$ cat src/hw/rtl/bcc_pkg.sv
// ----------------------------------------------------------------------------
// bcc_pkg
// Shared types and constants for the button click classifier.
// ----------------------------------------------------------------------------
package bcc_pkg;

    localparam int unsigned TickW   = 32;
    localparam int unsigned CfgW    = 16;
    localparam int unsigned CfgIdxW = 8;
    localparam int unsigned EventW  = 2;

    // Register indexes on the configuration port
    localparam logic [CfgIdxW-1:0] CFG_DEBOUNCE = 8'd0;
    localparam logic [CfgIdxW-1:0] CFG_DOUBLE   = 8'd1;
    localparam logic [CfgIdxW-1:0] CFG_HOLD     = 8'd2;

    // Reset values of the timing registers
    localparam logic [CfgW-1:0] DEBOUNCE_RST = 16'd20;
    localparam logic [CfgW-1:0] DOUBLE_RST   = 16'd300;
    localparam logic [CfgW-1:0] HOLD_RST     = 16'd800;

    // Event codes reported per transaction
    localparam logic [EventW-1:0] EV_NONE   = 2'd0;
    localparam logic [EventW-1:0] EV_SINGLE = 2'd1;
    localparam logic [EventW-1:0] EV_DOUBLE = 2'd2;
    localparam logic [EventW-1:0] EV_HOLD   = 2'd3;

    typedef enum logic [3:0] {
        PH_IDLE    = 4'b0001,
        PH_PRESSED = 4'b0010,
        PH_WAIT    = 4'b0100,
        PH_HELD    = 4'b1000
    } t_phase;

    typedef struct packed {
        logic [CfgW-1:0] debounce_ticks;
        logic [CfgW-1:0] double_window_ticks;
        logic [CfgW-1:0] hold_ticks;
    } t_cfg;

endpackage

$ cat src/hw/rtl/bcc_core.sv
// ----------------------------------------------------------------------------
// bcc_core
// Debounce and click state machine; updates state on each step strobe and
// presents the event code for the current sample combinationally.
// ----------------------------------------------------------------------------
module bcc_core (
    input  logic                          i_clk,
    input  logic                          i_rst_n,
    input  logic                          i_step,
    input  logic                          i_raw_level,
    input  logic [bcc_pkg::TickW-1:0]     i_now_ticks,
    input  bcc_pkg::t_cfg                 i_cfg,
    output logic [bcc_pkg::EventW-1:0]    o_event_code
);
    import bcc_pkg::*;

    logic             r_stable, n_stable;
    logic             r_prev_raw, n_prev_raw;
    logic [TickW-1:0] r_change_stamp, n_change_stamp;
    logic [TickW-1:0] r_press_stamp, n_press_stamp;
    logic [TickW-1:0] r_release_stamp, n_release_stamp;
    t_phase           r_phase, n_phase;

    logic             raw_chg;
    logic             deb_ok;
    logic             stable_chg;
    logic             hold_ok;
    logic             win_ok;
    logic [TickW-1:0] dt_change;
    logic [TickW-1:0] dt_press;
    logic [TickW-1:0] dt_release;

    // Wrapping elapsed times against the old stamps. A stamp that is
    // refreshed this step gives zero elapsed time, which never passes a
    // strict compare, so all three compares run in parallel.
    assign dt_change  = i_now_ticks - r_change_stamp;
    assign dt_press   = i_now_ticks - r_press_stamp;
    assign dt_release = i_now_ticks - r_release_stamp;

    assign raw_chg    = i_raw_level != r_prev_raw;
    assign deb_ok     = !raw_chg && (dt_change > {{(TickW-CfgW){1'b0}}, i_cfg.debounce_ticks});
    assign stable_chg = deb_ok && (r_stable != i_raw_level);
    assign hold_ok    = dt_press > {{(TickW-CfgW){1'b0}}, i_cfg.hold_ticks};
    assign win_ok     = dt_release > {{(TickW-CfgW){1'b0}}, i_cfg.double_window_ticks};

    always_comb begin
        n_stable        = stable_chg ? i_raw_level : r_stable;
        n_prev_raw      = i_raw_level;
        n_change_stamp  = raw_chg ? i_now_ticks : r_change_stamp;
        n_press_stamp   = r_press_stamp;
        n_release_stamp = r_release_stamp;
        n_phase         = r_phase;
        o_event_code    = EV_NONE;

        if (stable_chg && !i_raw_level) begin
            // new stable press
            n_press_stamp = i_now_ticks;
            if (r_phase == PH_WAIT) begin
                n_phase      = PH_IDLE;
                o_event_code = EV_DOUBLE;
            end else begin
                n_phase = PH_PRESSED;
            end
        end else if (stable_chg && r_phase == PH_HELD) begin
            n_phase = PH_IDLE;
        end else if (stable_chg && r_phase == PH_PRESSED) begin
            n_release_stamp = i_now_ticks;
            n_phase         = PH_WAIT;
        end else begin
            case (r_phase)
                PH_PRESSED: begin
                    if (hold_ok) begin
                        n_phase      = PH_HELD;
                        o_event_code = EV_HOLD;
                    end
                end
                PH_WAIT: begin
                    if (win_ok) begin
                        n_phase      = PH_IDLE;
                        o_event_code = EV_SINGLE;
                    end
                end
                default: begin
                    n_phase = r_phase;
                end
            endcase
        end
    end

    always_ff @(posedge i_clk) begin
        if (!i_rst_n) begin
            r_stable        <= 1'b1;
            r_prev_raw      <= 1'b0;
            r_change_stamp  <= '0;
            r_press_stamp   <= '0;
            r_release_stamp <= '0;
            r_phase         <= PH_IDLE;
        end else if (i_step) begin
            r_stable        <= n_stable;
            r_prev_raw      <= n_prev_raw;
            r_change_stamp  <= n_change_stamp;
            r_press_stamp   <= n_press_stamp;
            r_release_stamp <= n_release_stamp;
            r_phase         <= n_phase;
        end
    end

endmodule

$ cat src/hw/rtl/button_click_classifier_unit.sv
// ----------------------------------------------------------------------------
// button_click_classifier_unit
// Debounces an active-low button and classifies single, double and long
// presses from timestamped pin samples.
//
// Each input transaction carries one raw pin sample and a free-running
// 32-bit tick count; each produces exactly one output transaction with an
// event code (none, single, double, long hold). Each sample is captured in
// an input register, goes through the classifier logic (three parallel
// 32-bit wrapping subtract and compare paths plus the click state machine),
// and moves into the output register once that register is empty or being
// drained. With the event side always ready a new sample is accepted every
// cycle. While a result waits downstream the input register can still take
// one more sample; after that the sample side stalls until the output
// drains. Timing registers (debounce, double window, hold) are written
// through the plain write port; the user must write them only while the
// block is idle, as the block itself does not enforce this. Writes to
// unknown indexes are dropped.
// ----------------------------------------------------------------------------
module button_click_classifier_unit (
    input  logic                          i_clk,
    input  logic                          i_rst_n,
    // sample channel
    input  logic                          i_in_valid,
    output logic                          o_in_ready,
    input  logic                          i_raw_level,
    input  logic [bcc_pkg::TickW-1:0]     i_now_ticks,
    // event channel
    output logic                          o_out_valid,
    input  logic                          i_out_ready,
    output logic [bcc_pkg::EventW-1:0]    o_event_code,
    // configuration write port
    input  logic                          i_cfg_we,
    input  logic [bcc_pkg::CfgIdxW-1:0]   i_cfg_idx,
    input  logic [bcc_pkg::CfgW-1:0]      i_cfg_wdata
);
    import bcc_pkg::*;

    t_cfg              r_cfg;
    logic              r_in_vld;
    logic              r_in_raw;
    logic [TickW-1:0]  r_in_now;
    logic              r_out_vld;
    logic [EventW-1:0] r_out_event;

    logic              in_acc;
    logic              adv;
    logic [EventW-1:0] core_event;

    // The classifier step fires when the captured sample can move into the
    // output register: it is empty or being drained this cycle.
    assign adv        = r_in_vld && (!r_out_vld || i_out_ready);
    assign o_in_ready = !r_in_vld || adv;
    assign in_acc     = i_in_valid && o_in_ready;

    assign o_out_valid  = r_out_vld;
    assign o_event_code = r_out_event;

    // Timing registers
    always_ff @(posedge i_clk) begin
        if (!i_rst_n) begin
            r_cfg.debounce_ticks      <= DEBOUNCE_RST;
            r_cfg.double_window_ticks <= DOUBLE_RST;
            r_cfg.hold_ticks          <= HOLD_RST;
        end else if (i_cfg_we) begin
            case (i_cfg_idx)
                CFG_DEBOUNCE: r_cfg.debounce_ticks      <= i_cfg_wdata;
                CFG_DOUBLE:   r_cfg.double_window_ticks <= i_cfg_wdata;
                CFG_HOLD:     r_cfg.hold_ticks          <= i_cfg_wdata;
                default:      r_cfg                     <= r_cfg;
            endcase
        end
    end

    // Input register
    always_ff @(posedge i_clk) begin
        if (!i_rst_n) begin
            r_in_vld <= 1'b0;
        end else if (in_acc) begin
            r_in_vld <= 1'b1;
        end else if (adv) begin
            r_in_vld <= 1'b0;
        end
    end

    always_ff @(posedge i_clk) begin
        if (in_acc) begin
            r_in_raw <= i_raw_level;
            r_in_now <= i_now_ticks;
        end
    end

    bcc_core u_core (
        .i_clk        (i_clk),
        .i_rst_n      (i_rst_n),
        .i_step       (adv),
        .i_raw_level  (r_in_raw),
        .i_now_ticks  (r_in_now),
        .i_cfg        (r_cfg),
        .o_event_code (core_event)
    );

    // Output register
    always_ff @(posedge i_clk) begin
        if (!i_rst_n) begin
            r_out_vld <= 1'b0;
        end else if (adv) begin
            r_out_vld <= 1'b1;
        end else if (i_out_ready) begin
            r_out_vld <= 1'b0;
        end
    end

    always_ff @(posedge i_clk) begin
        if (adv) begin
            r_out_event <= core_event;
        end
    end

endmodule

$ cat config.mk
export PLATFORM = sky130hd
export DESIGN_NAME = button_click_classifier_unit
export DESIGN_NICKNAME = d
export VERILOG_FILES = /design/src/hw/rtl/bcc_pkg.sv /design/src/hw/rtl/bcc_core.sv /design/src/hw/rtl/button_click_classifier_unit.sv
export SDC_FILE = /design/constraint.sdc
export NUM_CORES = 1
export LEC_CHECK = 0
export BUFFER_PORTS_ARGS = -buffer_cell sky130_fd_sc_hd__buf_2
export CORE_MARGIN = 10
export CORE_UTILIZATION = 40
export DETAILED_ROUTE_END_ITERATION = 6
export PLACE_DENSITY = 0.61
export SLEW_MARGIN = 30
export SYNTH_ARGS = -nofsm -noshare
export SYNTH_HDL_FRONTEND = slang
export SYNTH_HIERARCHICAL = 1
export SYNTH_SLANG_ARGS = --single-unit
$ cat constraint.sdc
create_clock -name i_clk -period 11.9 [get_ports i_clk]
set_clock_uncertainty 0.1 [all_clocks]
set_input_delay 1.19 -clock i_clk [delete_from_list [all_inputs] [get_ports i_clk]]
set_output_delay 1.19 -clock i_clk [all_outputs]
set_load 0.05 [all_outputs]
# Yosys cells after proc, flatten, opt, wreduce, memory -nomap -nowiden
# Index checks and enable logic that the tools add are counted.
dict set report word_totals {
  regBits 187
  latch_bits 0
  ram_bits 0
  romBits 0
  input_bits 62
  output_inout_bits 4
  word_cells 74
  mem_count 0
}
dict set report classes {
  add_sub_neg 3
  n_mul 0
  div_mod_pow 0
  order_cmp 3
  eq_ne 9
  shift 0
  mux 18
  n_bitwise 2
  n_reduce_logical 25
}
# op n
set op_table {}
lappend op_table {{> comparator 32 x 16 -> 1 bit} 3}
lappend op_table {{subtractor 32 bit} 3}
lappend op_table {{two-way mux 4 bit} 5}
lappend op_table {{two-way mux 2 bit} 6}
lappend op_table {{AND reduction 2 bit} 6}
lappend op_table {{== test 8 x 1 -> 1 bit, second input constant} 1}
lappend op_table {{== test 8 x 2 -> 1 bit, second input constant} 1}
lappend op_table {{logical NOT 8 bit} 1}
lappend op_table {{one-hot mux 4 bit (2 select lines)} 1}
lappend op_table {{AND reduction 4 bit} 2}
lappend op_table {{logical AND 1 bit} 7}
lappend op_table {{two-way mux 1 bit} 5}
lappend op_table {{inequality test 5 x 2 -> 1 bit, second input constant} 1}
lappend op_table {{inequality test 5 x 3 -> 1 bit, second input constant} 1}
lappend op_table {{nonzero test 5 bit} 1}
lappend op_table {{== test 4 x 2 -> 1 bit, second input constant} 1}
lappend op_table {{== test 4 x 3 -> 1 bit, second input constant} 1}
lappend op_table {{== test 4 bit, second input constant} 1}
lappend op_table {{logical NOT 1 bit} 4}
lappend op_table {{one-hot mux 2 bit (2 select lines)} 1}
lappend op_table {{nonzero test 2 bit} 2}
lappend op_table {{logical OR 1 bit} 2}
lappend op_table {{inequality test 1 bit} 2}
lappend op_table {{inverter 1 bit} 2}

# Longest topological paths before layout
# Gate-level depths: netlist (run 1).
dict set report logic_depth {
  depth_word 8
  depth_mapped 23
  ltp_nobuf 23
}

# Hierarchy
# The synthesis (run 1) kept the hierarchy.
# module instances cells_per_inst area_per_inst_um2 seq_area_each_um2
set modules_own_cells {}
lappend modules_own_cells {bcc_core 1 1478 11110.7 2042.0}
lappend modules_own_cells {button_click_classifier_unit 1 231 3039.2 2052.0}

# Worst setup path after synthesis (run 1)
# OpenSTA, ideal clock, no wires.
dict set report synth_timing {
  kind {register -> register}
  startpoint {reg r_in_now[0]}
  endpoint {reg r_out_event[0] (netlist: o_event_code[0]), data pin}
  setup_time_ns 0.255
  arrival_time_ns 4.424
  t_required_ns 11.545
  setup_slack_ns 7.122
  path_stages_with_launch 24
  path_buffers 0
  synth_period_minus_slack_ns 4.778
  path_cell_list {edfxtp_1 -> inv_1 -> ha_1 -> inv_1 -> fa_1 -> a21oi_1 -> o221ai_1 -> a21o_1 -> a21o_1 -> a21oi_1 -> o21bai_1 -> xor2_1 -> ha_1 -> nand4_1 -> nor4_1 -> nor2_1 -> o21ai_0 -> o211ai_1 -> or4_1 -> nor4_1 -> o2111ai_1 -> o21ai_1 -> o21ai_0 -> and2_1}
}
dict set report synth_between {
  elab_chain_len 8
  word_cells_on_any_way 17
  cone_classes {add/sub (3); order compare (3); mux (6); reduce/logical (5)}
}
# element line_no
set synth_rtl {}
lappend synth_rtl {{start: declaration} button_click_classifier_unit.sv:42} ;# logic [TickW-1:0] r_in_now;
lappend synth_rtl {{start signal: assignment} button_click_classifier_unit.sv:89} ;# r_in_now <= i_now_ticks;
lappend synth_rtl {{parallel branches: the longest is 7 deep, another holds subtractor 32 bit} -}
lappend synth_rtl {{two-way mux 2 bit *} bcc_core.sv:55} ;# if (stable_chg && !i_raw_level) begin
lappend synth_rtl {{net core_event[0]} button_click_classifier_unit.sv:48} ;# logic [EventW-1:0] core_event;
lappend synth_rtl {{end signal: assignment} button_click_classifier_unit.sv:116} ;# r_out_event <= core_event;
lappend synth_rtl {{end: declaration} button_click_classifier_unit.sv:44} ;# logic [EventW-1:0] r_out_event;
# Mark *: on every way through the listed nets, which the timed path passes.
# A chain may end at the register's enable or synchronous reset.

# Worst setup path after layout (run 1)
# Ends and elaborated chain as after synthesis.

==> results of run 1 <==
[layout make-up]
type	count	area share, %
clock buffers	19	3.096
flip-flops and latches	187	26.66
multi-input cells	1279	58.87
clock inverters	13	0.9289
repair buffers	72	2.477
well taps	455	3.708
inverters	174	4.254
[cell usage after synthesis, types with 12 or more instances]
master and number:
sky130_fd_sc_hd__nor4_1 15, sky130_fd_sc_hd__nand2b_1 14, sky130_fd_sc_hd__o211ai_1 21, sky130_fd_sc_hd__a211oi_1 18
sky130_fd_sc_hd__o21a_1 28, sky130_fd_sc_hd__ha_1 141, sky130_fd_sc_hd__a21oi_1 115, sky130_fd_sc_hd__xor2_1 23
sky130_fd_sc_hd__dfxtp_1 152, sky130_fd_sc_hd__and3_1 12, sky130_fd_sc_hd__nor2_1 62, sky130_fd_sc_hd__nor3_1 25
sky130_fd_sc_hd__a21boi_0 34, sky130_fd_sc_hd__nand3_1 30, sky130_fd_sc_hd__inv_1 174, sky130_fd_sc_hd__clkbuf_1 54
sky130_fd_sc_hd__xnor2_1 36, sky130_fd_sc_hd__a31oi_1 14, sky130_fd_sc_hd__nand2_1 209, sky130_fd_sc_hd__a21o_1 33
sky130_fd_sc_hd__o21ai_0 62, sky130_fd_sc_hd__nor2b_1 90, sky130_fd_sc_hd__mux2i_1 117, sky130_fd_sc_hd__nand4_1 30
sky130_fd_sc_hd__edfxtp_1 35
[power groups by stage]
| stage | Combinational [uW] | Clock (uW) | Sequential (uW) |
|---|---|---|---|
| 6_report | 384 | 601 | 685 |
| 4_1_cts | 379 | 618 | 684 |
| 5_1_grt | 428 | 640 | 687 |
| 2_1_floorplan | 286 | 0 | 690 |
| 3_5_place_dp | 377 | 0 | 699 |
| 3_3_place_gp | 373 | 0 | 699 |
[flip-flops by register name (all words and copies together), names as in the netlist, 2 cells and up]
signal and count:
u_core/r_release_stamp 32, o_event_code 2, r_cfg 48, u_core/r_phase 4
u_core/r_press_stamp 32, r_in_now 32, u_core/r_change_stamp 32
[through the flow]
step	util, %	hold slack [ns]	instances	setup slack [ns]
after floorplan	-	0.3347	1709	7.122
after global placement	42.45	0.3463	2167	6.190
after detailed placement	42.45	0.3513	2167	6.179
after CTS	44.23	0.3659	2199	6.130
after global routing	44.23	0.3783	2199	5.672
final	44.23	0.3630	2199	6.007
[critical path: cells and delay by family (launching register included)]
kind            cells  cell delay, ns
fa+ha+maj           3            0.90
flops               1            0.44
compound gates     11            2.18
simple gates        6            1.64
xor+xnor            1            0.15
buf+inv             2            0.22
[cell families (layout without fill, tap and decap cells)]
kind of cell | after synthesis | in the layout
AOI/OAI and AO/OA | 412 | 412
muxes | 118 | 118
and+or+nand+nor | 546 | 546
xor gates and xnor gates | 59 | 59
buffers and inverters | 243 | 278
DFF | 187 | 187
adders and majority gates | 144 | 144
[worst paths after layout]
path | start | endpoint
worst max-delay path | r_in_now[0] | o_event_code[0]
worst min-delay path | r_cfg[25] | r_cfg[25]
worst max register to register | r_in_now[0] | o_event_code[0]
worst min register to register | r_cfg[25] | r_cfg[25]
[routing by layer]
metal  vias to the layer above  GRT usage, %
met5                         -             0
met4                         0         5.479
met3                        56         1.872
met2                       281         27.42
met1                      5741         22.62
li1                       6115             -
==> impl_metrics.xml, run 1 <==
<?xml version="1.0" encoding="UTF-8"?>
<metrics>
  <group name="logic_synthesis">
    <metric name="ys_dominant_reg_cell" unit="">sky130_fd_sc_hd__dfxtp_1</metric>
    <metric name="proportion_of_synthesized_chip_area_in_sequential_cells" unit="%">28.93</metric>
    <metric name="synth_largest_area_cell" unit="">sky130_fd_sc_hd__dfxtp_1</metric>
    <metric name="netlist.area_leader.share" unit="%">21.50</metric>
    <metric name="post_synth_inst_count" unit="">1709</metric>
    <metric name="dominant_combinational_cell_family_by_area_after_synthesis" unit="">simple AND/OR/NAND/NOR gates</metric>
    <metric name="synth-xor-area-share" unit="%">3.652</metric>
    <metric name="avgSynthCellArea" unit="um^2">8.280</metric>
    <metric name="synth.cell_area" unit="um^2">14150</metric>
    <metric name="synth_fa_ha_area_share" unit="%">12.89</metric>
    <metric name="number_of_synthesized_flops_with_an_enable_pin" unit="">35</metric>
    <metric name="post_synth_and_or_nand_nor_area_fraction" unit="%">19.63</metric>
    <metric name="post_synth_mux_area_share" unit="%">8.356</metric>
    <metric name="synth_compound_gate_area_share" unit="%">19.30</metric>
    <metric name="ys.warnings.count" unit="">6</metric>
    <metric name="top_post_synthesis_cells_by_area" unit="">sky130_fd_sc_hd__dfxtp_1, sky130_fd_sc_hd__ha_1, sky130_fd_sc_hd__mux2i_1</metric>
    <metric name="async_flop_share" unit="%">0</metric>
    <metric name="postSynthRegisterBits" unit="">187</metric>
    <metric name="yosys.cell_types.count" unit="">79</metric>
    <metric name="postSynthNetCount" unit="">1915</metric>
  </group>
  <group name="clock_tree">
    <metric name="clk_pin_slew_worst_paths" unit="ns">0.08</metric>
    <metric name="worst_skew_pair.late_latency" unit="ns">0.44</metric>
    <metric name="cts_setup_buffers" unit="">0</metric>
    <metric name="cts_tree" unit="">built</metric>
    <metric name="number_of_hold_repair_buffers_added_at_the_cts_stage" unit="">0</metric>
    <metric name="ctsLongestPathBuffers" unit="">2</metric>
    <metric name="cts.repair.resized" unit="">0</metric>
    <metric name="number_of_clock_sinks" unit="">187</metric>
    <metric name="numCtsBuffers" unit="">17</metric>
    <metric name="clk_root_buffer_cell" unit="">sky130_fd_sc_hd__clkbuf_16</metric>
    <metric name="clock_tree.htree_level_count" unit="">4</metric>
  </group>
  <group name="hold_path">
    <metric name="min-delay-path-class" unit="">flop to flop</metric>
    <metric name="min_path_cells" unit="">2</metric>
  </group>
  <group name="power">
    <metric name="power.density" unit="nW/um^2">108.7</metric>
    <metric name="power" unit="uW">1670</metric>
    <metric name="power.switching_fraction" unit="%">31.65</metric>
    <metric name="pwr-share-seq" unit="%">41.0</metric>
    <metric name="peakVddDrop" unit="uV">83.43</metric>
    <metric name="total_leakage_power" unit="uW">0.006002</metric>
    <metric name="clock_power_share" unit="%">36.0</metric>
    <metric name="comb_power_share" unit="%">23.0</metric>
    <metric name="power.internal" unit="uW">1141</metric>
    <metric name="p_switching" unit="uW">528.4</metric>
  </group>
  <group name="sta">
    <metric name="setup_viol_count_final" unit="">0</metric>
    <metric name="rsz0062_at_grt" unit="">no</metric>
    <metric name="layout_worst_path_cycle_share" unit="%">49.52</metric>
    <metric name="finalCriticalPeriod" unit="ns">5.893</metric>
    <metric name="timing_max_transition_violations_final" unit="">0</metric>
    <metric name="timing_worst_slew_pin_value" unit="ns">0.8229</metric>
    <metric name="finalHoldViolations" unit="">0</metric>
    <metric name="fmax" unit="GHz">0.1697</metric>
    <metric name="tns" unit="ns">0</metric>
    <metric name="slew-limit-headroom" unit="%">45.14</metric>
  </group>
  <group name="place">
    <metric name="numPortBuffers" unit="">65</metric>
    <metric name="gpl.final_weighted_congestion" unit="">0.9035</metric>
    <metric name="hpwl" unit="mm">29.71</metric>
    <metric name="placedInstanceArea" unit="um^2">14740</metric>
  </group>
  <group name="finish">
    <metric name="sequential_cell_area" unit="um^2">4094</metric>
    <metric name="finish.net_count" unit="">1937</metric>
    <metric name="final_cell_mix" unit="">sky130_fd_sc_hd__nand2_1, sky130_fd_sc_hd__inv_1, sky130_fd_sc_hd__dfxtp_1, sky130_fd_sc_hd__ha_1, sky130_fd_sc_hd__mux2i_1</metric>
    <metric name="final_design_area_no_fill" unit="um^2">15350</metric>
    <metric name="num-fill-cells" unit="">3476</metric>
    <metric name="drive_gt1_share" unit="%">7.225</metric>
    <metric name="syn_to_final_growth" unit="%">8.515</metric>
    <metric name="mostFrequentLayoutCell" unit="">sky130_fd_sc_hd__nand2_1</metric>
    <metric name="multi_input_area" unit="um^2">9040</metric>
    <metric name="num_antenna_cells" unit="">0</metric>
  </group>
  <group name="routing">
    <metric name="aggregate_routed_wire_length" unit="mm">37.88</metric>
    <metric name="drcViolationCount" unit="">0</metric>
    <metric name="route.antenna.remaining_nets" unit="">0</metric>
    <metric name="post_drt_wl_per_cell" unit="um">17.23</metric>
    <metric name="vias" unit="">12190</metric>
    <metric name="routed.top_layer" unit="">met4</metric>
    <metric name="met1_length" unit="mm">18.76</metric>
    <metric name="drt_first_iter_violations" unit="">878</metric>
    <metric name="dr.pass1.iters" unit="">6</metric>
    <metric name="route.met3.wl" unit="mm">1.134</metric>
    <metric name="route.detailed.vias_per_inst" unit="">5.545</metric>
    <metric name="dr_wl_met2" unit="mm">17.13</metric>
  </group>
  <group name="floorplanning">
    <metric name="fp.dieH" unit="um">208.1</metric>
    <metric name="initial_utilization" unit="%">40.76</metric>
    <metric name="io_pins" unit="">66</metric>
    <metric name="chipWidth" unit="um">208.1</metric>
    <metric name="rows" unit="">68</metric>
    <metric name="floorplan.core_area" unit="um^2">34710</metric>
    <metric name="dieArea" unit="um^2">43300</metric>
  </group>
  <group name="setup_path">
    <metric name="cp-start-kind" unit="">flop</metric>
    <metric name="worst_path_max_delay_cell" unit="">sky130_fd_sc_hd__or4_1</metric>
    <metric name="timing.critical_path.arrival" unit="ns">5.99</metric>
    <metric name="cp_slowest_stage_delay" unit="ns">0.53</metric>
    <metric name="worst_path_max_fanout" unit="">6</metric>
    <metric name="worst_reg_to_reg_setup_slack" unit="ns">6.01</metric>
    <metric name="timing.reg2reg.worst_path_depth" unit="">23</metric>
    <metric name="sequence_of_cells_on_the_critical_path" unit="">inv_1 -&gt; ha_1 -&gt; inv_1 -&gt; fa_1 -&gt; a21oi_1 -&gt; o221ai_1 -&gt; a21o_1 -&gt; a21o_1 -&gt; a21oi_1 -&gt; o21bai_1 -&gt; xor2_1 -&gt; ha_1 -&gt; nand4_1 -&gt; nor4_1 -&gt; nor2_1 -&gt; o21ai_0 -&gt; o211ai_1 -&gt; or4_1 -&gt; nor4_1 -&gt; o2111ai_1 -&gt; o21ai_1 -&gt; o21ai_0 -&gt; and2_1</metric>
    <metric name="crit_required" unit="ns">12.00</metric>
    <metric name="timing.critical_path.to_type" unit="">flop</metric>
    <metric name="timing_worst_setup_path_type" unit="">flop to flop</metric>
  </group>
  <group name="global_routing">
    <metric name="first_pass_grt_wire_length" unit="mm">60.86</metric>
    <metric name="grt_max_degree" unit="">96</metric>
    <metric name="groute.usage.overall" unit="%">16.82</metric>
    <metric name="leftover_overflow_at_the_end_of_global_routing" unit="">0</metric>
    <metric name="antenna_found_initial" unit="">0</metric>
    <metric name="via_count_of_the_first_global_routing_pass" unit="">11890</metric>
  </group>
  <group name="outcome">
    <metric name="outcome" unit="">completed</metric>
  </group>
  <group name="run">
    <metric name="drv_cap" unit="">0</metric>
  </group>
</metrics>
Note: power is estimated with default switching activity, not from simulation.
==> run 2: changes to the inputs <==
- PLACE_DENSITY: 0.61 -> 0.63
- clock period: 11.9 -> 5.25 ns (I/O delays scaled with it)
==> impl_metrics.xml, run 2 (synthesized netlist as in run 1, its figures left out) <==
<?xml version="1.0" encoding="UTF-8"?>
<metrics>
  <group name="sta">
    <metric name="tns" unit="ns">0</metric>
    <metric name="timing_worst_slew_pin_value" unit="ns">0.7784</metric>
    <metric name="rsz0062_at_grt" unit="">yes</metric>
    <metric name="fmax" unit="GHz">0.1913</metric>
    <metric name="finalHoldViolations" unit="">0</metric>
    <metric name="final.setup.worst_slack" unit="ns">0.02188</metric>
    <metric name="slew-limit-headroom" unit="%">48.11</metric>
    <metric name="finalCriticalPeriod" unit="ns">5.228</metric>
    <metric name="layout_worst_path_cycle_share" unit="%">99.58</metric>
    <metric name="setup_viol_count_final" unit="">0</metric>
    <metric name="timing_max_transition_violations_final" unit="">0</metric>
  </group>
  <group name="setup_path">
    <metric name="timing.critical_path.to_type" unit="">flop</metric>
    <metric name="worst_path_most_repeated_cell" unit="">sky130_fd_sc_hd__buf_4</metric>
    <metric name="cp_slowest_stage_delay" unit="ns">0.59</metric>
    <metric name="timing.reg2reg.worst_path_depth" unit="">24</metric>
    <metric name="crit-reg2reg-launch" unit="">r_in_now[1]</metric>
    <metric name="critical-path-top-delay-family" unit="">compound AO/OA/AOI/OAI gates</metric>
    <metric name="rr_endpoint" unit="">o_event_code[1]</metric>
    <metric name="worst_reg_to_reg_setup_slack" unit="ns">0.02</metric>
    <metric name="timing_worst_setup_path_type" unit="">flop to flop</metric>
    <metric name="worst_path_max_fanout" unit="">5</metric>
    <metric name="critical_path_cell_count" unit="">24</metric>
    <metric name="worst_path_max_delay_cell" unit="">sky130_fd_sc_hd__or4_1</metric>
    <metric name="buffer_and_inverter_count_on_the_worst_path" unit="">3</metric>
    <metric name="crit_required" unit="ns">5.33</metric>
    <metric name="cp-start-kind" unit="">flop</metric>
    <metric name="sequence_of_cells_on_the_critical_path" unit="">buf_4 -&gt; ha_1 -&gt; nor2b_1 -&gt; o2111a_1 -&gt; or2_2 -&gt; nand2_1 -&gt; nand2_1 -&gt; a21o_1 -&gt; a221oi_2 -&gt; xnor2_1 -&gt; ha_1 -&gt; a21o_1 -&gt; a21oi_1 -&gt; o22ai_1 -&gt; o21ai_1 -&gt; o211ai_1 -&gt; or4_1 -&gt; nor4_2 -&gt; buf_4 -&gt; o2111ai_1 -&gt; o21ai_1 -&gt; buf_4 -&gt; a31o_2 -&gt; a222oi_1</metric>
    <metric name="timing.critical_path.arrival" unit="ns">5.31</metric>
  </group>
  <group name="routing">
    <metric name="aggregate_routed_wire_length" unit="mm">39.30</metric>
    <metric name="dr.pass1.iters" unit="">5</metric>
    <metric name="drcViolationCount" unit="">0</metric>
    <metric name="post_drt_wl_per_cell" unit="um">17.37</metric>
    <metric name="route.detailed.vias_per_inst" unit="">5.549</metric>
    <metric name="drt_first_iter_violations" unit="">953</metric>
    <metric name="route.antenna.remaining_nets" unit="">0</metric>
    <metric name="vias" unit="">12560</metric>
  </group>
  <group name="finish">
    <metric name="number_of_flip_flops_under_the_largest_register_name" unit="">48</metric>
    <metric name="num_antenna_cells" unit="">0</metric>
    <metric name="final_cell_mix" unit="">sky130_fd_sc_hd__nand2_1, sky130_fd_sc_hd__inv_1, sky130_fd_sc_hd__dfxtp_1, sky130_fd_sc_hd__ha_1, sky130_fd_sc_hd__mux2i_1</metric>
    <metric name="syn_to_final_growth" unit="%">14.29</metric>
    <metric name="largest_register" unit="">r_cfg</metric>
    <metric name="mostFrequentLayoutCell" unit="">sky130_fd_sc_hd__nand2_1</metric>
    <metric name="finish.net_count" unit="">2001</metric>
    <metric name="drive_gt1_share" unit="%">12.94</metric>
    <metric name="fin_util" unit="%">46.59</metric>
  </group>
  <group name="clock_tree">
    <metric name="ctsLongestPathBuffers" unit="">2</metric>
    <metric name="cts_tree" unit="">built</metric>
    <metric name="worst_skew_pair.late_latency" unit="ns">0.45</metric>
    <metric name="numCtsBuffers" unit="">17</metric>
    <metric name="clk_pin_slew_worst_paths" unit="ns">0.07</metric>
    <metric name="number_of_clock_sinks" unit="">187</metric>
    <metric name="number_of_hold_repair_buffers_added_at_the_cts_stage" unit="">0</metric>
    <metric name="clock_tree.htree_level_count" unit="">4</metric>
    <metric name="clk_root_buffer_cell" unit="">sky130_fd_sc_hd__clkbuf_16</metric>
  </group>
  <group name="hold_path">
    <metric name="min_from" unit="">i_now_ticks[13]</metric>
    <metric name="holdPathEnd" unit="">r_in_now[13]</metric>
    <metric name="min_path_cells" unit="">1</metric>
    <metric name="min-delay-path-class" unit="">input port to flop</metric>
  </group>
  <group name="global_routing">
    <metric name="grt_max_degree" unit="">92</metric>
    <metric name="first_pass_grt_wire_length" unit="mm">60.87</metric>
    <metric name="groute.usage.overall" unit="%">17.03</metric>
    <metric name="via_count_of_the_first_global_routing_pass" unit="">11770</metric>
    <metric name="antenna_found_initial" unit="">0</metric>
    <metric name="leftover_overflow_at_the_end_of_global_routing" unit="">0</metric>
  </group>
  <group name="power">
    <metric name="total_leakage_power" unit="uW">0.006344</metric>
    <metric name="power.density" unit="nW/um^2">235.2</metric>
    <metric name="peakVddDrop" unit="uV">230.5</metric>
  </group>
  <group name="place">
    <metric name="hpwl" unit="mm">30.53</metric>
    <metric name="pre_cts_ws" unit="ns">-0.1105</metric>
    <metric name="gpl.final_weighted_congestion" unit="">0.9500</metric>
    <metric name="numPortBuffers" unit="">65</metric>
  </group>
  <group name="floorplanning">
    <metric name="initial_utilization" unit="%">40.76</metric>
    <metric name="dieArea" unit="um^2">43300</metric>
    <metric name="fp.dieH" unit="um">208.1</metric>
    <metric name="rows" unit="">68</metric>
    <metric name="floorplan.core_area" unit="um^2">34710</metric>
    <metric name="chipWidth" unit="um">208.1</metric>
    <metric name="io_pins" unit="">66</metric>
  </group>
  <group name="run">
    <metric name="drv_cap" unit="">0</metric>
  </group>
  <group name="outcome">
    <metric name="outcome" unit="">completed</metric>
  </group>
</metrics>
## run 2: layer usage
metal  routed length, um  vias to the layer above  part of all wire [%]  track usage, %
met5                   0                        -                     0               0
met4                 906                        0                   2.3           5.704
met3                1486                       54                   3.8           2.007
met2               18290                      305                    47           27.91
met1               18620                     5948                    47           22.66
li1                    -                     6250                     -               -
## run 2: how the worst max path moves through the flow
stage / startpoint / endpoint
after floorplan: r_in_now[0] / o_event_code[0]
after global placement: r_in_now[0] / u_core/r_press_stamp[1]
after detailed placement: r_in_now[0] / u_core/r_phase[0]
after CTS: r_in_now[0] / o_event_code[1]
after global routing: r_in_now[1] / o_event_code[1]
final: r_in_now[1] / o_event_code[1]
## run 2: repair_timing
| action | in CTS | in global routing |
|---|---|---|
| cloned | 0 | 2 |
| resized for setup | 7 | 63 |
| pin swaps | 1 | 32 |
| setup endpoints to repair | 35 | 67 |
| buffers inserted | 0 | 12 |
## run 2: worst reg2reg max path, stage by stage, from the launching register on
cell,delay [ns]
sky130_fd_sc_hd__edfxtp_1,0.47
sky130_fd_sc_hd__buf_4,0.18
sky130_fd_sc_hd__ha_1,0.27
sky130_fd_sc_hd__nor2b_1,0.15
sky130_fd_sc_hd__o2111a_1,0.25
sky130_fd_sc_hd__or2_2,0.30
sky130_fd_sc_hd__nand2_1,0.07
sky130_fd_sc_hd__nand2_1,0.05
sky130_fd_sc_hd__a21o_1,0.20
sky130_fd_sc_hd__a221oi_2,0.25
sky130_fd_sc_hd__xnor2_1,0.17
sky130_fd_sc_hd__ha_1,0.28
sky130_fd_sc_hd__a21o_1,0.17
sky130_fd_sc_hd__a21oi_1,0.14
sky130_fd_sc_hd__o22ai_1,0.09
sky130_fd_sc_hd__o21ai_1,0.12
sky130_fd_sc_hd__o211ai_1,0.14
sky130_fd_sc_hd__or4_1,0.59
sky130_fd_sc_hd__nor4_2,0.16
sky130_fd_sc_hd__buf_4,0.15
sky130_fd_sc_hd__o2111ai_1,0.11
sky130_fd_sc_hd__o21ai_1,0.21
sky130_fd_sc_hd__buf_4,0.18
sky130_fd_sc_hd__a31o_2,0.10
sky130_fd_sc_hd__a222oi_1,0.07
## run 2: area by class of cell
cell class	instances	area, um^2
Fill cell	3398	18540
Multi-Input combinational cell	1279	9316
Sequential cell	187	4094
Timing Repair Buffer	136	952.2
Inverter	174	653.1
Tap cell	455	569.3
Clock buffer	18	429.2
Clock inverter	14	157.7
## run 2: power by group
group / internal (uW) / total, uW / switching, uW
logic: 409 / 967 / 558
registers: 1500 / 1550 / 45.1
clock network: 674 / 1290 / 617
total: 2580 / 3800 / 1220
## run 2: per-stage QoR
| stage | cell area (um^2) | hold WS, ns | cells | total power (uW) |
|---|---|---|---|---|
| global placement | 15150 | 0.3461 | 2217 | 2456 |
| CTS | 15760 | 0.1280 | 2249 | 3766 |
| floorplan | 14150 | 0.3347 | 1709 | 2213 |
| detailed placement | 15150 | 0.3501 | 2217 | 2469 |
| finish | 16170 | 0.1504 | 2263 | 3803 |
| global route | 16170 | 0.1275 | 2263 | 3994 |
==> run 3: changes to the inputs <==
- GPL_ROUTABILITY_DRIVEN: unset -> 1
- RECOVER_POWER: unset -> 25
- SYNTH_HIERARCHICAL: 1 -> unset
==> impl_metrics.xml, run 3 <==
<?xml version="1.0" encoding="UTF-8"?>
<metrics>
  <group name="setup_path">
    <metric name="critical-path-top-delay-family" unit="">simple AND/OR/NAND/NOR gates</metric>
    <metric name="timing_worst_setup_path_type" unit="">flop to flop</metric>
    <metric name="timing.critical_path.arrival" unit="ns">5.45</metric>
    <metric name="worst_path_max_fanout" unit="">5</metric>
    <metric name="worst_path_most_repeated_cell" unit="">sky130_fd_sc_hd__buf_4</metric>
    <metric name="timing.critical_path.to_type" unit="">flop</metric>
    <metric name="cp_slowest_stage_delay" unit="ns">0.55</metric>
    <metric name="sequence_of_cells_on_the_critical_path" unit="">ha_4 -&gt; buf_4 -&gt; o211ai_1 -&gt; a21oi_4 -&gt; buf_6 -&gt; o21ai_0 -&gt; nand2b_1 -&gt; a21oi_2 -&gt; xnor2_1 -&gt; ha_1 -&gt; nand4_1 -&gt; or2_4 -&gt; o22ai_2 -&gt; nor4bb_2 -&gt; buf_4 -&gt; o221ai_2 -&gt; or4_4 -&gt; nor4_4 -&gt; buf_4 -&gt; buf_6 -&gt; nor2_2 -&gt; buf_4 -&gt; a21oi_2 -&gt; mux2_4</metric>
    <metric name="buffer_and_inverter_count_on_the_worst_path" unit="">6</metric>
    <metric name="crit_required" unit="ns">5.54</metric>
    <metric name="cp-start-kind" unit="">flop</metric>
    <metric name="worst_path_max_delay_cell" unit="">sky130_fd_sc_hd__or4_4</metric>
  </group>
  <group name="floorplanning">
    <metric name="fp.dieH" unit="um">208.4</metric>
    <metric name="chipWidth" unit="um">208.4</metric>
    <metric name="floorplan.core_area" unit="um^2">34800</metric>
    <metric name="rows" unit="">68</metric>
    <metric name="initial_utilization" unit="%">40.80</metric>
    <metric name="dieArea" unit="um^2">43430</metric>
    <metric name="io_pins" unit="">66</metric>
  </group>
  <group name="logic_synthesis">
    <metric name="ys.warnings.count" unit="">0</metric>
    <metric name="async_flop_share" unit="%">0</metric>
    <metric name="proportion_of_synthesized_chip_area_in_sequential_cells" unit="%">28.84</metric>
    <metric name="post_synth_most_frequent_cells" unit="">sky130_fd_sc_hd__nand2_1, sky130_fd_sc_hd__inv_1, sky130_fd_sc_hd__dfxtp_1, sky130_fd_sc_hd__ha_1, sky130_fd_sc_hd__a21oi_1</metric>
    <metric name="yosys.cell_types.count" unit="">87</metric>
    <metric name="top_post_synthesis_cells_by_area" unit="">sky130_fd_sc_hd__dfxtp_1, sky130_fd_sc_hd__ha_1, sky130_fd_sc_hd__nand2_1</metric>
    <metric name="ys_dominant_reg_cell" unit="">sky130_fd_sc_hd__dfxtp_1</metric>
    <metric name="postSynthRegisterBits" unit="">187</metric>
    <metric name="synth.cell_area" unit="um^2">14200</metric>
    <metric name="most_repeated_cell_in_the_gate_level_netlist_after_synthesis" unit="">sky130_fd_sc_hd__nand2_1</metric>
    <metric name="synth_largest_area_cell" unit="">sky130_fd_sc_hd__dfxtp_1</metric>
    <metric name="post_synth_inst_count" unit="">1824</metric>
    <metric name="netlist.area_leader.share" unit="%">21.43</metric>
    <metric name="avgSynthCellArea" unit="um^2">7.784</metric>
    <metric name="postSynthNetCount" unit="">2030</metric>
    <metric name="number_of_synthesized_flops_with_an_enable_pin" unit="">35</metric>
  </group>
  <group name="sta">
    <metric name="fmax" unit="GHz">0.1939</metric>
    <metric name="rsz0062_at_grt" unit="">yes</metric>
    <metric name="timing_max_transition_violations_final" unit="">33</metric>
    <metric name="setup_viol_count_final" unit="">0</metric>
    <metric name="final.setup.worst_slack" unit="ns">0.09157</metric>
    <metric name="finalHoldViolations" unit="">0</metric>
    <metric name="layout_worst_path_cycle_share" unit="%">98.26</metric>
    <metric name="timing_worst_slew_pin_value" unit="ns">1.729</metric>
    <metric name="finalCriticalPeriod" unit="ns">5.158</metric>
    <metric name="slew-limit-headroom" unit="%">-15.27</metric>
  </group>
  <group name="finish">
    <metric name="number_of_flip_flops_under_the_largest_register_name" unit="">48</metric>
    <metric name="finish.net_count" unit="">2118</metric>
    <metric name="mostFrequentLayoutCell" unit="">sky130_fd_sc_hd__nand2_1</metric>
    <metric name="num-fill-cells" unit="">3358</metric>
    <metric name="finish.cell_count_without_fillers" unit="">2380</metric>
    <metric name="syn_to_final_growth" unit="%">15.36</metric>
    <metric name="drive_gt1_share" unit="%">13.97</metric>
    <metric name="num_antenna_cells" unit="">0</metric>
    <metric name="fin_util" unit="%">47.07</metric>
    <metric name="final_cell_mix" unit="">sky130_fd_sc_hd__nand2_1, sky130_fd_sc_hd__inv_1, sky130_fd_sc_hd__dfxtp_1, sky130_fd_sc_hd__ha_1, sky130_fd_sc_hd__a21oi_1</metric>
    <metric name="largest_register" unit="">r_cfg</metric>
  </group>
  <group name="routing">
    <metric name="route.antenna.remaining_nets" unit="">0</metric>
    <metric name="post_drt_wl_per_cell" unit="um">16.79</metric>
    <metric name="aggregate_routed_wire_length" unit="mm">39.96</metric>
    <metric name="drt_first_iter_violations" unit="">917</metric>
    <metric name="vias" unit="">13180</metric>
    <metric name="route.detailed.vias_per_inst" unit="">5.539</metric>
    <metric name="drcViolationCount" unit="">0</metric>
    <metric name="dr.pass1.iters" unit="">6</metric>
  </group>
  <group name="clock_tree">
    <metric name="cts_tree" unit="">built</metric>
    <metric name="ctsLongestPathBuffers" unit="">2</metric>
    <metric name="clk_pin_slew_worst_paths" unit="ns">0.07</metric>
    <metric name="numCtsBuffers" unit="">17</metric>
    <metric name="clock_tree.htree_level_count" unit="">4</metric>
    <metric name="clk_root_buffer_cell" unit="">sky130_fd_sc_hd__clkbuf_16</metric>
    <metric name="worst_skew_pair.late_latency" unit="ns">0.44</metric>
    <metric name="number_of_clock_sinks" unit="">187</metric>
  </group>
  <group name="run">
    <metric name="drv_cap" unit="">1</metric>
  </group>
  <group name="hold_path">
    <metric name="min-delay-path-class" unit="">input port to flop</metric>
  </group>
  <group name="place">
    <metric name="numPlacedInstances" unit="">2319</metric>
    <metric name="numPortBuffers" unit="">65</metric>
    <metric name="pre_cts_ws" unit="ns">-0.08260</metric>
    <metric name="hpwl" unit="mm">30.94</metric>
    <metric name="gpl.final_weighted_congestion" unit="">0.9520</metric>
  </group>
  <group name="global_routing">
    <metric name="antenna_found_initial" unit="">1</metric>
    <metric name="leftover_overflow_at_the_end_of_global_routing" unit="">0</metric>
    <metric name="grt_max_degree" unit="">111</metric>
    <metric name="groute.usage.overall" unit="%">17.27</metric>
    <metric name="via_count_of_the_first_global_routing_pass" unit="">12320</metric>
    <metric name="first_pass_grt_wire_length" unit="mm">62.60</metric>
  </group>
  <group name="outcome">
    <metric name="failing_checks" unit="">capacitance limit, slew limit</metric>
    <metric name="outcome" unit="">complete, but fails checks</metric>
  </group>
  <group name="power">
    <metric name="total_leakage_power" unit="uW">0.006168</metric>
    <metric name="peakVddDrop" unit="uV">183.1</metric>
    <metric name="power.density" unit="nW/um^2">233.6</metric>
  </group>
</metrics>
run 3: cell types whose count changed after synthesis, sizes merged, moves of 8 or more:
cell	previous run	this run
nor2b	90	15
o2111ai	1	10
a211oi	18	9
nand2	209	349
nand3	32	62
o211ai	21	29
a21boi	34	78
a21oi	115	127
o21ai	64	92
mux2i	117	43
clkbuf	54	62
run 3: area by class of cell:
| cell class | instances | area (um^2) | share of cell area, % |
|---|---|---|---|
| Inverter | 169 | 634.4 | 3.873 |
| Timing Repair Buffer | 151 | 1030 | 6.287 |
| Clock buffer | 21 | 493.0 | 3.010 |
| Multi-Input combinational cell | 1386 | 9454 | 57.72 |
| Tap cell | 455 | 569.3 | 3.476 |
| Clock inverter | 11 | 103.9 | 0.6341 |
| Sequential cell | 187 | 4094 | 25.00 |
run 3: through the flow:
step / instance area (um^2) / total power [uW] / setup TNS [ns] / hold WS (ns)
floorplan: 14200 / 2187 / 0 / 0.3284
global placement: 15180 / 2440 / 0 / 0.3361
detailed placement: 15190 / 2451 / -0.2006 / 0.3419
CTS: 15800 / 3773 / 0 / 0.1382
global route: 16380 / 4017 / -0.9370 / 0.1338
finish: 16380 / 3825 / 0 / 0.1489
run 3: power breakdown:
| group | switching [uW] | internal [uW] |
|---|---|---|
| sequential | 41.4 | 1500 |
| combinational | 556 | 406 |
| clock | 596 | 728 |
| total | 1190 | 2630 |
run 3: worst paths after layout:
kind | startpoint | to | slack, ns | cells past startpoint
hold reg to reg | u_core.r_release_stamp[19] | u_core.r_release_stamp[19] | 0.35 | 2
hold / removal | i_now_ticks[18] | r_in_now[18] | 0.15 | 1
setup / recovery | r_in_now[3] | u_core.r_phase[3] | 0.09 | 24
setup reg to reg | r_in_now[3] | u_core.r_phase[3] | 0.09 | 24
run 3: per-layer routing:
layer | track usage [%] | up-vias | wire, um
li1 | - | 6598 | -
met1 | 22.68 | 6184 | 18290
met2 | 28.28 | 338 | 18770
met3 | 2.232 | 60 | 1866
met4 | 6.276 | 2 | 1022
met5 | 0 | - | 13
run 3: logic make-up after synthesis:
| logic type | synth area share [%] |
|---|---|
| XOR/XNOR | 3.763 |
| flip-flops | 28.84 |
| AO/OA/AOI/OAI | 23.21 |
| adder cells (fa/ha/maj) | 12.85 |
| AND/OR/NAND/NOR | 20.95 |
| multiplexers | 3.296 |
| buffers and inverters | 7.094 |
run 3: worst register-to-register path, delay by kind of cell, from the launching register on:
kind	cells	cell delay [ns]
adders and majority gates	2	0.55
AOI/OAI and AO/OA	7	0.99
and+or+nand+nor	7	1.75
buffers and inverters	6	0.91
xor gates and xnor gates	1	0.15
muxes	1	0.15
DFF	1	0.53
run 3: repair_timing:
item,in CTS,in global routing
gates resized for setup,3,77
endpoints found under the setup margin,31,71
gates cloned,0,3
setup buffers,0,27
hold buffers,0,0
pin swaps,1,51
